File: src/rtl/core/wsfr_pkg.sv
package wsfr_pkg;

	// Opcodes as they appear in the low nibble of the control byte
	localparam logic [3:0] OP_CONT  = 4'h0;
	localparam logic [3:0] OP_TEXT  = 4'h1;
	localparam logic [3:0] OP_BIN   = 4'h2;
	localparam logic [3:0] OP_CLOSE = 4'h8;
	localparam logic [3:0] OP_PING  = 4'h9;
	localparam logic [3:0] OP_PONG  = 4'hA;

	// Frame kind codes on the result side
	localparam logic [2:0] KIND_CONT  = 3'd0;
	localparam logic [2:0] KIND_TEXT  = 3'd1;
	localparam logic [2:0] KIND_BIN   = 3'd2;
	localparam logic [2:0] KIND_CLOSE = 3'd3;
	localparam logic [2:0] KIND_PING  = 3'd4;
	localparam logic [2:0] KIND_PONG  = 3'd5;

	// Error codes
	localparam logic [1:0] ERR_NONE   = 2'd0;
	localparam logic [1:0] ERR_OPCODE = 2'd1;
	localparam logic [1:0] ERR_LIMIT  = 2'd2;

	// Length byte escapes
	localparam logic [6:0] LEN_MAX_SHORT = 7'd125;
	localparam logic [6:0] LEN_ESC_16    = 7'd126;

	localparam int TDATA_W = 96;
	localparam int TUSER_W = 6;

	typedef struct packed {
		logic [7:0]  data_byte;
		logic        data_valid;
		logic [2:0]  frame_kind;
		logic        final_fragment;
		logic [15:0] close_status;
		logic        has_status;
		logic [63:0] payload_length;
		logic        frame_end;
		logic [1:0]  error;
	} res_t;

endpackage

File: src/rtl/core/wsfr_parser.sv
module wsfr_parser (
	input  logic               clk,
	input  logic               arst_n,
	input  logic               cfg_we,
	input  logic [31:0]        cfg_data,
	input  logic               fire,
	input  logic [7:0]         rx_byte,
	output logic               res_push,
	output wsfr_pkg::res_t     res
);
	import wsfr_pkg::*;

	typedef enum logic [2:0] {
		PH_CTRL, PH_LEN1, PH_LENEXT, PH_MASK, PH_STATUS, PH_DATA
	} phase_t;

	phase_t      phase_q, n_phase;
	logic [2:0]  hdr_left_q, n_hdr_left;
	logic [2:0]  kind_q, n_kind;
	logic        fin_q, n_fin;
	logic        masked_q, n_masked;
	logic [31:0] key_q, n_key;
	logic [63:0] len_q, n_len;
	logic [63:0] rem_q, n_rem;
	logic [15:0] status_q, n_status;
	logic        sflag_q, n_sflag;
	logic [1:0]  mpos_q, n_mpos;
	logic [31:0] max_payload_q;

	logic        length_chk, header_chk, payload_chk;
	logic        emit;
	logic [7:0]  e_byte;
	logic        e_valid, e_end;
	logic [1:0]  e_err;
	logic [7:0]  key_byte;
	logic [7:0]  unmasked;
	logic [6:0]  len7;
	logic        over_limit;

	// key byte at the current mask position, first key byte in the top bits
	always_comb begin
		case (mpos_q)
			2'd0:    key_byte = key_q[31:24];
			2'd1:    key_byte = key_q[23:16];
			2'd2:    key_byte = key_q[15:8];
			default: key_byte = key_q[7:0];
		endcase
		unmasked = masked_q ? (rx_byte ^ key_byte) : rx_byte;
	end

	assign len7 = rx_byte[6:0];

	// next state and result for one byte
	always_comb begin
		n_phase    = phase_q;
		n_hdr_left = hdr_left_q;
		n_kind     = kind_q;
		n_fin      = fin_q;
		n_masked   = masked_q;
		n_key      = key_q;
		n_len      = len_q;
		n_rem      = rem_q;
		n_status   = status_q;
		n_sflag    = sflag_q;
		n_mpos     = mpos_q;
		length_chk = 1'b0;
		header_chk = 1'b0;
		payload_chk = 1'b0;
		emit       = 1'b0;
		e_byte     = 8'd0;
		e_valid    = 1'b0;
		e_end      = 1'b0;
		e_err      = ERR_NONE;
		over_limit = 1'b0;

		case (phase_q)
			PH_CTRL: begin
				n_status = 16'd0;
				n_sflag  = 1'b0;
				n_len    = 64'd0;
				n_rem    = 64'd0;
				n_key    = 32'd0;
				n_mpos   = 2'd0;
				n_masked = 1'b0;
				n_fin    = rx_byte[7];
				n_phase  = PH_LEN1;
				case (rx_byte[3:0])
					OP_CONT:  n_kind = KIND_CONT;
					OP_TEXT:  n_kind = KIND_TEXT;
					OP_BIN:   n_kind = KIND_BIN;
					OP_CLOSE: n_kind = KIND_CLOSE;
					OP_PING:  n_kind = KIND_PING;
					OP_PONG:  n_kind = KIND_PONG;
					default: begin
						n_kind  = KIND_CONT;
						n_fin   = 1'b0;
						n_phase = PH_CTRL;
						emit    = 1'b1;
						e_end   = 1'b1;
						e_err   = ERR_OPCODE;
					end
				endcase
			end
			PH_LEN1: begin
				n_masked = rx_byte[7];
				if (len7 <= LEN_MAX_SHORT) begin
					n_len      = {57'd0, len7};
					length_chk = 1'b1;
				end else begin
					n_len      = 64'd0;
					n_hdr_left = (len7 == LEN_ESC_16) ? 3'd1 : 3'd7;
					n_phase    = PH_LENEXT;
				end
			end
			PH_LENEXT: begin
				n_len = {len_q[55:0], rx_byte};
				if (hdr_left_q == 3'd0) length_chk = 1'b1;
				else n_hdr_left = hdr_left_q - 3'd1;
			end
			PH_MASK: begin
				n_key = {key_q[23:0], rx_byte};
				if (hdr_left_q == 3'd0) header_chk = 1'b1;
				else n_hdr_left = hdr_left_q - 3'd1;
			end
			PH_STATUS: begin
				n_status = {status_q[7:0], unmasked};
				if (masked_q) n_mpos = mpos_q + 2'd1;
				if (hdr_left_q == 3'd0) begin
					n_sflag     = 1'b1;
					payload_chk = 1'b1;
				end else begin
					n_hdr_left = hdr_left_q - 3'd1;
				end
			end
			PH_DATA: begin
				if (masked_q) n_mpos = mpos_q + 2'd1;
				emit    = 1'b1;
				e_byte  = unmasked;
				e_valid = 1'b1;
				if (rem_q <= 64'd1) begin
					n_rem   = 64'd0;
					e_end   = 1'b1;
					n_phase = PH_CTRL;
				end else begin
					n_rem = rem_q - 64'd1;
				end
			end
			default: n_phase = PH_CTRL;
		endcase

		// length complete: a key may follow
		if (length_chk) begin
			if (n_masked) begin
				n_key      = 32'd0;
				n_hdr_left = 3'd3;
				n_phase    = PH_MASK;
			end else begin
				header_chk = 1'b1;
			end
		end

		// header complete: a close frame with room carries a status first
		if (header_chk) begin
			if (n_kind == KIND_CLOSE && n_len >= 64'd2) begin
				n_len      = n_len - 64'd2;
				n_status   = 16'd0;
				n_hdr_left = 3'd1;
				n_phase    = PH_STATUS;
			end else begin
				payload_chk = 1'b1;
			end
		end

		// payload start: empty frame, limit check or data phase
		if (payload_chk) begin
			over_limit = (max_payload_q != 32'd0) &&
				((n_len[63:32] != 32'd0) || (n_len[31:0] > max_payload_q));
			if (n_len == 64'd0) begin
				n_phase = PH_CTRL;
				emit    = 1'b1;
				e_end   = 1'b1;
			end else if (over_limit) begin
				n_phase = PH_CTRL;
				emit    = 1'b1;
				e_end   = 1'b1;
				e_err   = ERR_LIMIT;
			end else begin
				n_rem   = n_len;
				n_phase = PH_DATA;
			end
		end
	end

	// result fields reflect the state after this byte
	always_comb begin
		res.data_byte      = e_byte;
		res.data_valid     = e_valid;
		res.frame_kind     = n_kind;
		res.final_fragment = n_fin;
		res.close_status   = n_sflag ? n_status : 16'd0;
		res.has_status     = n_sflag;
		res.payload_length = n_len;
		res.frame_end      = e_end;
		res.error          = e_err;
	end

	assign res_push = fire && emit;

	always_ff @(posedge clk or negedge arst_n) begin
		if (!arst_n) begin
			phase_q       <= PH_CTRL;
			hdr_left_q    <= 3'd0;
			kind_q        <= 3'd0;
			fin_q         <= 1'b0;
			masked_q      <= 1'b0;
			key_q         <= 32'd0;
			len_q         <= 64'd0;
			rem_q         <= 64'd0;
			status_q      <= 16'd0;
			sflag_q       <= 1'b0;
			mpos_q        <= 2'd0;
			max_payload_q <= 32'd0;
		end else begin
			if (cfg_we) max_payload_q <= cfg_data;
			if (fire) begin
				phase_q    <= n_phase;
				hdr_left_q <= n_hdr_left;
				kind_q     <= n_kind;
				fin_q      <= n_fin;
				masked_q   <= n_masked;
				key_q      <= n_key;
				len_q      <= n_len;
				rem_q      <= n_rem;
				status_q   <= n_status;
				sflag_q    <= n_sflag;
				mpos_q     <= n_mpos;
			end
		end
	end

endmodule

File: src/rtl/core/wsfr_out_buf.sv
module wsfr_out_buf (
	input  logic               clk,
	input  logic               arst_n,
	input  logic               push,
	input  wsfr_pkg::res_t     push_data,
	output logic               full,
	output logic               head_valid,
	output wsfr_pkg::res_t     head_data,
	input  logic               pop_ready
);
	import wsfr_pkg::*;

	res_t head_q, skid_q;
	logic head_v_q, skid_v_q;
	logic pop;

	assign pop        = head_v_q && pop_ready;
	assign full       = skid_v_q;
	assign head_valid = head_v_q;
	assign head_data  = head_q;

	// two-entry result buffer: head drives the port, skid catches a stalled beat
	always_ff @(posedge clk or negedge arst_n) begin
		if (!arst_n) begin
			head_v_q <= 1'b0;
			skid_v_q <= 1'b0;
		end else if (pop) begin
			if (skid_v_q) begin
				head_v_q <= 1'b1;
				skid_v_q <= push;
			end else begin
				head_v_q <= push;
			end
		end else if (!head_v_q) begin
			head_v_q <= push;
		end else if (push) begin
			skid_v_q <= 1'b1;
		end
	end

	always_ff @(posedge clk) begin
		if (pop) begin
			if (skid_v_q) begin
				head_q <= skid_q;
				if (push) skid_q <= push_data;
			end else begin
				head_q <= push_data;
			end
		end else if (!head_v_q) begin
			head_q <= push_data;
		end else if (push) begin
			skid_q <= push_data;
		end
	end

endmodule

File: src/rtl/core/websocket_frame_receiver.sv
// WebSocket frame receiver: parses one received byte per beat on s_* and emits
// one result beat on m_* for every payload byte, plus a single beat for an
// empty frame, an unknown opcode or a payload over max_payload (written on
// cfg_*, zero means no limit). Header, key and close-status bytes give no beat.
// Throughput is one byte per clock while results drain; a byte passes the input
// register, then the parser state and result register on its way out. A
// two-entry result buffer keeps input flowing for one beat while m_tready is
// low; beyond that s_tready drops until results drain.
module websocket_frame_receiver (
	input  logic                           clk,
	input  logic                           arst_n,
	input  logic                           cfg_valid,
	output logic                           cfg_ready,
	input  logic [31:0]                    cfg_data,    // max_payload
	input  logic                           s_tvalid,
	output logic                           s_tready,
	input  logic [7:0]                     s_tdata,     // rx_byte
	output logic                           m_tvalid,
	input  logic                           m_tready,
	output logic [wsfr_pkg::TDATA_W-1:0]   m_tdata,     // data_byte, final_fragment,
	                                                    // close_status, has_status,
	                                                    // payload_length, zero pad
	output logic [wsfr_pkg::TUSER_W-1:0]   m_tuser,     // data_valid, frame_kind, error
	output logic                           m_tlast      // frame_end
);
	import wsfr_pkg::*;

	logic       vld_s1;
	logic [7:0] byte_s1;
	logic       fire;
	logic       buf_full;
	logic       push;
	res_t       res, head;

	assign cfg_ready = 1'b1;
	assign fire      = vld_s1 && !buf_full;
	assign s_tready  = !vld_s1 || fire;

	// input register
	always_ff @(posedge clk or negedge arst_n) begin
		if (!arst_n) begin
			vld_s1 <= 1'b0;
		end else if (s_tready) begin
			vld_s1 <= s_tvalid;
		end
	end

	always_ff @(posedge clk) begin
		if (s_tready && s_tvalid) byte_s1 <= s_tdata;
	end

	wsfr_parser u_parser (
		.clk      (clk),
		.arst_n   (arst_n),
		.cfg_we   (cfg_valid && cfg_ready),
		.cfg_data (cfg_data),
		.fire     (fire),
		.rx_byte  (byte_s1),
		.res_push (push),
		.res      (res)
	);

	wsfr_out_buf u_out_buf (
		.clk        (clk),
		.arst_n     (arst_n),
		.push       (push),
		.push_data  (res),
		.full       (buf_full),
		.head_valid (m_tvalid),
		.head_data  (head),
		.pop_ready  (m_tready)
	);

	// pack result beat
	assign m_tdata = {6'd0, head.payload_length, head.has_status, head.close_status,
		head.final_fragment, head.data_byte};
	assign m_tuser = {head.error, head.frame_kind, head.data_valid};
	assign m_tlast = head.frame_end;

	// the skid entry is only used behind a valid head
	assert property (@(posedge clk) disable iff (!arst_n) buf_full |-> m_tvalid)
		else $error("skid entry valid without head entry");

	// a held input byte is not lost while the buffer is full
	assert property (@(posedge clk) disable iff (!arst_n)
		(vld_s1 && !fire) |=> (vld_s1 && $stable(byte_s1)))
		else $error("input register dropped a stalled byte");

	// any error result closes the frame
	assert property (@(posedge clk) disable iff (!arst_n)
		(m_tvalid && (m_tuser[5:4] != ERR_NONE)) |-> m_tlast)
		else $error("error result without frame end");

	// a result without payload data is always the end of a frame
	assert property (@(posedge clk) disable iff (!arst_n)
		(m_tvalid && !m_tuser[0]) |-> m_tlast)
		else $error("dataless result not marked as frame end");

endmodule

File: config.mk
export PLATFORM = sky130hd
export DESIGN_NAME = websocket_frame_receiver
export DESIGN_NICKNAME = d
export VERILOG_FILES = /design/src/rtl/core/wsfr_pkg.sv /design/src/rtl/core/wsfr_parser.sv /design/src/rtl/core/wsfr_out_buf.sv /design/src/rtl/core/websocket_frame_receiver.sv
export SDC_FILE = /design/constraint.sdc
export NUM_CORES = 1
export LEC_CHECK = 0
export BUFFER_PORTS_ARGS = -buffer_cell sky130_fd_sc_hd__buf_2
export CAP_MARGIN = 20
export CORE_UTILIZATION = 41
export DETAILED_ROUTE_END_ITERATION = 16
export GPL_ROUTABILITY_DRIVEN = 0
export RECOVER_POWER = 25
export SYNTH_ARGS = -nofsm -noshare
export SYNTH_HDL_FRONTEND = slang
export SYNTH_SLANG_ARGS = --single-unit
File: constraint.sdc
create_clock -name clk -period 33.1 [get_ports clk]
set_input_delay 6.62 -clock clk [delete_from_list [all_inputs] [get_ports clk]]
set_output_delay 6.62 -clock clk [all_outputs]
set_load 0.01 [all_outputs]
==> results.yml, run 1 <==
routing:
  detail-route-antenna-nets: 0
  wl_mm: 75.1
  routedWlPerCell_um: 21.7
  drc_errors: 0
  dr.pass1.iters: 6
  viasPerCell: 6.03
  vias: 20800
  dr.first_iter.drc_count: 2585
sta:
  slew_violations: 272
  fmax_mhz: 81.8
  final.setup.tns_ps: 0
  fin_ws_ps: 20880
  fin_crit_ps: 12220
  setup-violations-final: 0
  finalHoldViolations: 0
  rsz0062_at_grt: "no"
  fin_skew_ps: 32.3
  fin_crit_sh: 0.369
  tightestPinTransition_ps: 6200
  slew_headroom: -3.13
cts:
  ctsResizeCount: 0
  htreeDepth: 2
  cts_sinks: 427
  cts_root_buf: "clkbuf_16"
  clock_path_buffers: 3
  clk_latency_ps: 600
  clk_pin_slew_ps: 60
  cts_inserted_buffers: 47
  cts_post_setup_buffers_inserted: 0
  cts_tree: "built"
  hold_buffers: 0
synthesis:
  synth.top_cell.area_share: 0.257
  synth-simple-area-share: 0.216
  async_flop_share: 0.527
  synth_edf_count: 202
  synth_common_cells: "nand2_1 (541), dfrtp_1 (225), o21ai_0 (208)"
  yosys-top-cells-area: "edfxtp_1 (26%), dfrtp_1 (24%), nand2_1 (8.6%), o21ai_0 (4.4%), nor2_1 (2.8%)"
  synth-compound-area-share: 0.184
  syn_avg_cell_area_um2: 9.13
  synth.area.mux_share: 0.00795
  synth_xor_area_frac: 0.0271
  synthAdderAreaFrac: 0.0217
  synth_top_family_by_area: "simple AND/OR/NAND/NOR gates"
  ys_warn_count: 0
  synth-main-ff-cell: "dfrtp_1"
  ys_types: 88
  ys_seq_elements: 427
  synthCells: 2584
  synthMostInstantiatedCell: "nand2_1"
  netlist_area_um2: 23600
  synth.yosys.seq_area_share: 0.496
  yosysTopAreaCell: "edfxtp_1"
worst_hold_path:
  whs_path_depth: 2
  hold_class: "flip-flop to flip-flop"
global_route:
  grt_use_met2: 0.395
  grt_pass1_vias: 19500
  met3_usage: 0.0399
  antenna_found_initial: 1
  grt_overflow_total: 0
  grt_pass1_wl_mm: 117
  gr-usage-met1: 0.353
  grt_max_degree: 102
  track_usage: 0.252
  grt.busiest_layer: "met2"
worst_setup_path:
  reg2reg_depth: 24
  critPathRequiredTime_ps: 33660
  worst_setup_path_end_kind: "asynchronous set/reset pin"
  startpoint_type: "input pin"
  cp.arrival_ps: 12790
  crit_fanout: 101
  criticalPathCategory: "input pin to asynchronous set/reset pin"
floorplanning:
  die_y_um: 242
  die_w_um: 242
  coreArea_um2: 56600
  rows: 87
  start_util: 0.417
  ios: 151
  dieArea_um2: 58500
power:
  clock_power_share: 0.258
  max-vdd-ir-drop_uv: 44.0
  p_sw_frac: 0.421
  seqPwrFrac: 0.357
  power_density_nw_per_um2: 80.2
  switchingPower_uw: 895
  p_leak_uw: 0.0113
  p_int_uw: 1230
  pwr-share-comb: 0.385
  finalPower_uw: 2120
finish:
  seqCellArea_um2: 11700
  drive_gt1_frac: 0.105
  fin_nets: 2745
  antennaDiodeCount: 0
  fill_cells: 5400
  multiInputGateArea_um2: 10900
  area_growth_pct: 12.1
status:
  status: "finished, violations left"
  violations: "max-capacitance violations, max-slew violations"
placed_design:
  dp_hpwl_mm: 51.0
  portBuffers: 143
  place_ws_ps: 24080
job:
  drv_cap: 5
worst paths after layout:
kind                                                 start                              to  slack [ps]
setup / recovery                                    arst_n   u_parser.key_q[7]$_DFFE_PN0P_       20880
min in group asynchronous                           arst_n  u_parser.rem_q[41]$_DFFE_PN0P_        8250
max in group clk           u_parser.phase_q[2]$_DFFE_PN0P_  u_out_buf.skid_q[76]$_DFFE_PP_       20970
setup reg to reg           u_parser.phase_q[2]$_DFFE_PN0P_  u_out_buf.skid_q[76]$_DFFE_PP_       20970
hold reg to reg             u_parser.kind_q[0]$_DFFE_PN0P_  u_parser.kind_q[0]$_DFFE_PN0P_         480
hold / removal              u_parser.kind_q[0]$_DFFE_PN0P_  u_parser.kind_q[0]$_DFFE_PN0P_         480
registers in the layout, indices dropped and copies added (netlist names), 2 cells and up:
register                cells
u_out_buf.head_data        97
u_out_buf.skid_q           97
u_parser.len_q             64
u_parser.rem_q             64
u_parser.key_q             32
u_parser.max_payload_q     32
u_parser.status_q          16
byte_s1                     8
u_parser.hdr_left_q         3
u_parser.kind_q             3
u_parser.phase_q            3
u_parser.mpos_q             2
worst max-delay path, cell delays in order:
cell and delay, ps:
clkbuf_1 4120, buf_4 1090, buf_4 830
layout make-up:
class	instances	share of cell area
Sequential cell	427	0.442
Multi-Input combinational cell	1895	0.410
Clock buffer	71	0.0529
Timing Repair Buffer	201	0.0388
Tap cell	756	0.0358
Inverter	87	0.0123
Clock inverter	17	0.00799
metrics by stage:
step                std cells  cell area, um^2  hold slack (ps)  utilization
finish                   3454            26500              484        0.467
floorplan                2589            23600              442            -
detailed placement       3366            25000              471        0.442
global route             3454            26500              512        0.467
CTS                      3454            26600              485        0.470
global placement         3366            25000              461        0.442
layer usage:
metal,vias up,wire (um)
met5,-,0
li1,9549,-
met3,171,5920
met1,10100,32200
met4,0,2500
met2,987,34400
kinds of logic (layout without fill, tap and decap cells):
kind of cell / after synthesis / count (layout)
buf+inv: 267 / 376
mux: 18 / 18
other cells: 2 / 7
fa+ha+maj: 41 / 41
simple gates: 1104 / 1104
flops: 427 / 427
xor+xnor: 73 / 73
compound gates: 652 / 652
power groups by stage:
| stage | logic, uW | clock network (uW) | registers [uW] |
|---|---|---|---|
| after floorplan | 541 | 0 | 762 |
| after global placement | 799 | 0 | 764 |
| after detailed placement | 812 | 0 | 765 |
| after CTS | 814 | 559 | 757 |
| after global routing | 886 | 578 | 769 |
| final | 817 | 547 | 759 |
cell usage in the layout, fill, tap and decap left out, types with 41 or more instances in the layout:
| cell | n |
|---|---|
| inv_1 | 86 |
| dfrtp_1 | 225 |
| a22oi_1 | 60 |
| o21ai_0 | 210 |
| a22o_1 | 51 |
| nand2_1 | 539 |
| xnor2_1 | 42 |
| edfxtp_1 | 202 |
| clkbuf_1 | 51 |
| clkbuf_16 | 49 |
| nand3_1 | 72 |
| nor2_1 | 172 |
| nor4_1 | 72 |
| ha_1 | 41 |
| a21oi_1 | 94 |
| nor3_1 | 68 |
| buf_2 | 136 |
Note: power is estimated with default switching activity, not from simulation.
==> inputs of run 2 (changes only) <==
Clock period 33.1 ns to 11.6 ns, I/O delays scaled along.
==> run 2 against run 1 <==
  * The flow still finishes with violations (max-capacitance violations, max-slew violations)
  * Worst setup slack got worse by 18000 ps
  * Sequential share of layout area is 0.19 points lower
  * Clock-buffer cell count shrank 9
  * Power rose to 2.9 times the previous value
  * Clock skew increased by 2.7 ps
  * Critical endpoint is now u_parser.rem_q[39]$_DFFE_PN0P_
==> results.yml, run 2 (synthesis gave the netlist of run 1 again) <==
status:
  status: "finished, violations left"
  violations: "max-capacitance violations, max-slew violations"
sta:
  fin_crit_sh: 0.777
  slew_headroom: -2.68
  tightestPinTransition_ps: 5510
  slew_violations: 218
  fin_crit_ps: 9020
  finalHoldViolations: 0
  setup-violations-final: 0
  fin_ws_ps: 2580
  fmax_mhz: 111
  final.setup.tns_ps: 0
  rsz0062_at_grt: "no"
  fin_skew_ps: 35.0
routing:
  drc_errors: 0
  vias: 20800
  dr.pass1.iters: 9
  dr.first_iter.drc_count: 2603
  viasPerCell: 6.04
  wl_mm: 75.6
  detail-route-antenna-nets: 0
  routedWlPerCell_um: 21.9
worst_setup_path:
  worst_setup_path_end_kind: "flip-flop"
  criticalPathCategory: "flip-flop to flip-flop"
  crit_slowest_cell: "a21o_1"
  crit_fanout: 40
  cp_common_cell: "a21o_1"
  max_stage_delay_ps: 950
  worst-path-buf-inv: 5
  startpoint_type: "flip-flop"
  critPathRequiredTime_ps: 12050
  crit_family: "compound AO/OA/AOI/OAI gates"
  cp.arrival_ps: 9470
floorplanning:
  die_w_um: 242
  ios: 151
  start_util: 0.417
  rows: 87
  dieArea_um2: 58500
  die_y_um: 242
  coreArea_um2: 56600
cts:
  cts_tree: "built"
  ctsResizeCount: 0
  cts_inserted_buffers: 48
  clk_pin_slew_ps: 60
  htreeDepth: 2
  cts_root_buf: "clkbuf_16"
  cts_sinks: 427
  clk_latency_ps: 600
  hold_buffers: 0
  cts_post_setup_buffers_inserted: 0
  clock_path_buffers: 3
global_route:
  grt_max_degree: 97
  track_usage: 0.254
  grt_pass1_wl_mm: 118
  grt_overflow_total: 0
  grt_pass1_vias: 19700
  antenna_found_initial: 0
power:
  max-vdd-ir-drop_uv: 121
  power_density_nw_per_um2: 228
  p_leak_uw: 0.0114
finish:
  fill_cells: 5414
  area_growth_pct: 12.6
  drive_gt1_frac: 0.117
  final_cell_mix: "nand2_1 (540), dfrtp_1 (225), o21ai_0 (208), edfxtp_1 (202), nor2_1 (173)"
  multiInputGateArea_um2: 10900
  seqCellArea_um2: 11700
  stdcell_area_um2: 26600
  fin_nets: 2744
  antennaDiodeCount: 0
  stdcell_count: 3453
  final_common_cell: "nand2_1"
placed_design:
  place_ws_ps: 3400
  portBuffers: 143
  dp_hpwl_mm: 51.9
  dpl_cell_area_um2: 25000
  dp_cells: 3362
job:
  drv_cap: 3
worst_hold_path:
  hold_class: "flip-flop to flip-flop"
==> run 2: worst min-delay path, cell delays in order, from the launching register on <==
cell and delay (ps):
dfrtp_1 350, nand2_1 50, nand2_1 50
==> run 2: cell type report <==
class                      count  area share
inverter                      87      0.0123
multi-input combinational   1895       0.409
sequential                   427       0.440
timing repair buffer         199      0.0418
clock inverter                27      0.0103
tap                          756      0.0356
clock buffer                  62      0.0506
==> run 2: where the power goes <==
group / leakage (uW) / internal [uW] / switching [uW]
sequential: 0.00513 / 1930 / 236
clock: 0.000788 / 912 / 644
combinational: 0.00552 / 664 / 1680
==> run 2: path summary, 6_finish.rpt <==
check                           slack [ps]                          startpoint                                 end  depth (start not counted)
worst max register to register        2580     u_parser.phase_q[1]$_DFFE_PN0P_      u_parser.rem_q[39]$_DFFE_PN0P_                         27
max in group asynchronous             3040                              arst_n       u_parser.len_q[8]$_DFFE_PN0P_                          2
min in group asynchronous             3800                              arst_n      u_parser.rem_q[36]$_DFFE_PN0P_                          1
worst min register to register         480  u_parser.hdr_left_q[1]$_DFFE_PN0P_  u_parser.hdr_left_q[1]$_DFFE_PN0P_                          2
worst max-delay path                  2580     u_parser.phase_q[1]$_DFFE_PN0P_      u_parser.rem_q[39]$_DFFE_PN0P_                         27
worst min-delay path                   480  u_parser.hdr_left_q[1]$_DFFE_PN0P_  u_parser.hdr_left_q[1]$_DFFE_PN0P_                          2
==> run 2: per-layer routing <==
layer	GRT usage	up-vias	wire length, um
li1	-	9537	-
met1	0.348	10100	32000
met2	0.403	1026	34700
met3	0.0446	197	6030
met4	0.0951	0	2780
met5	0	-	0
==> run 2: through the flow <==
step                       util  hold slack (ps)  total power (uW)
after detailed placement  0.441              474              4490
after global placement    0.441              459              4440
after CTS                 0.470              487              6060
final                     0.469              481              6060
after global routing      0.469              508              6390
after floorplan               -              442              3710
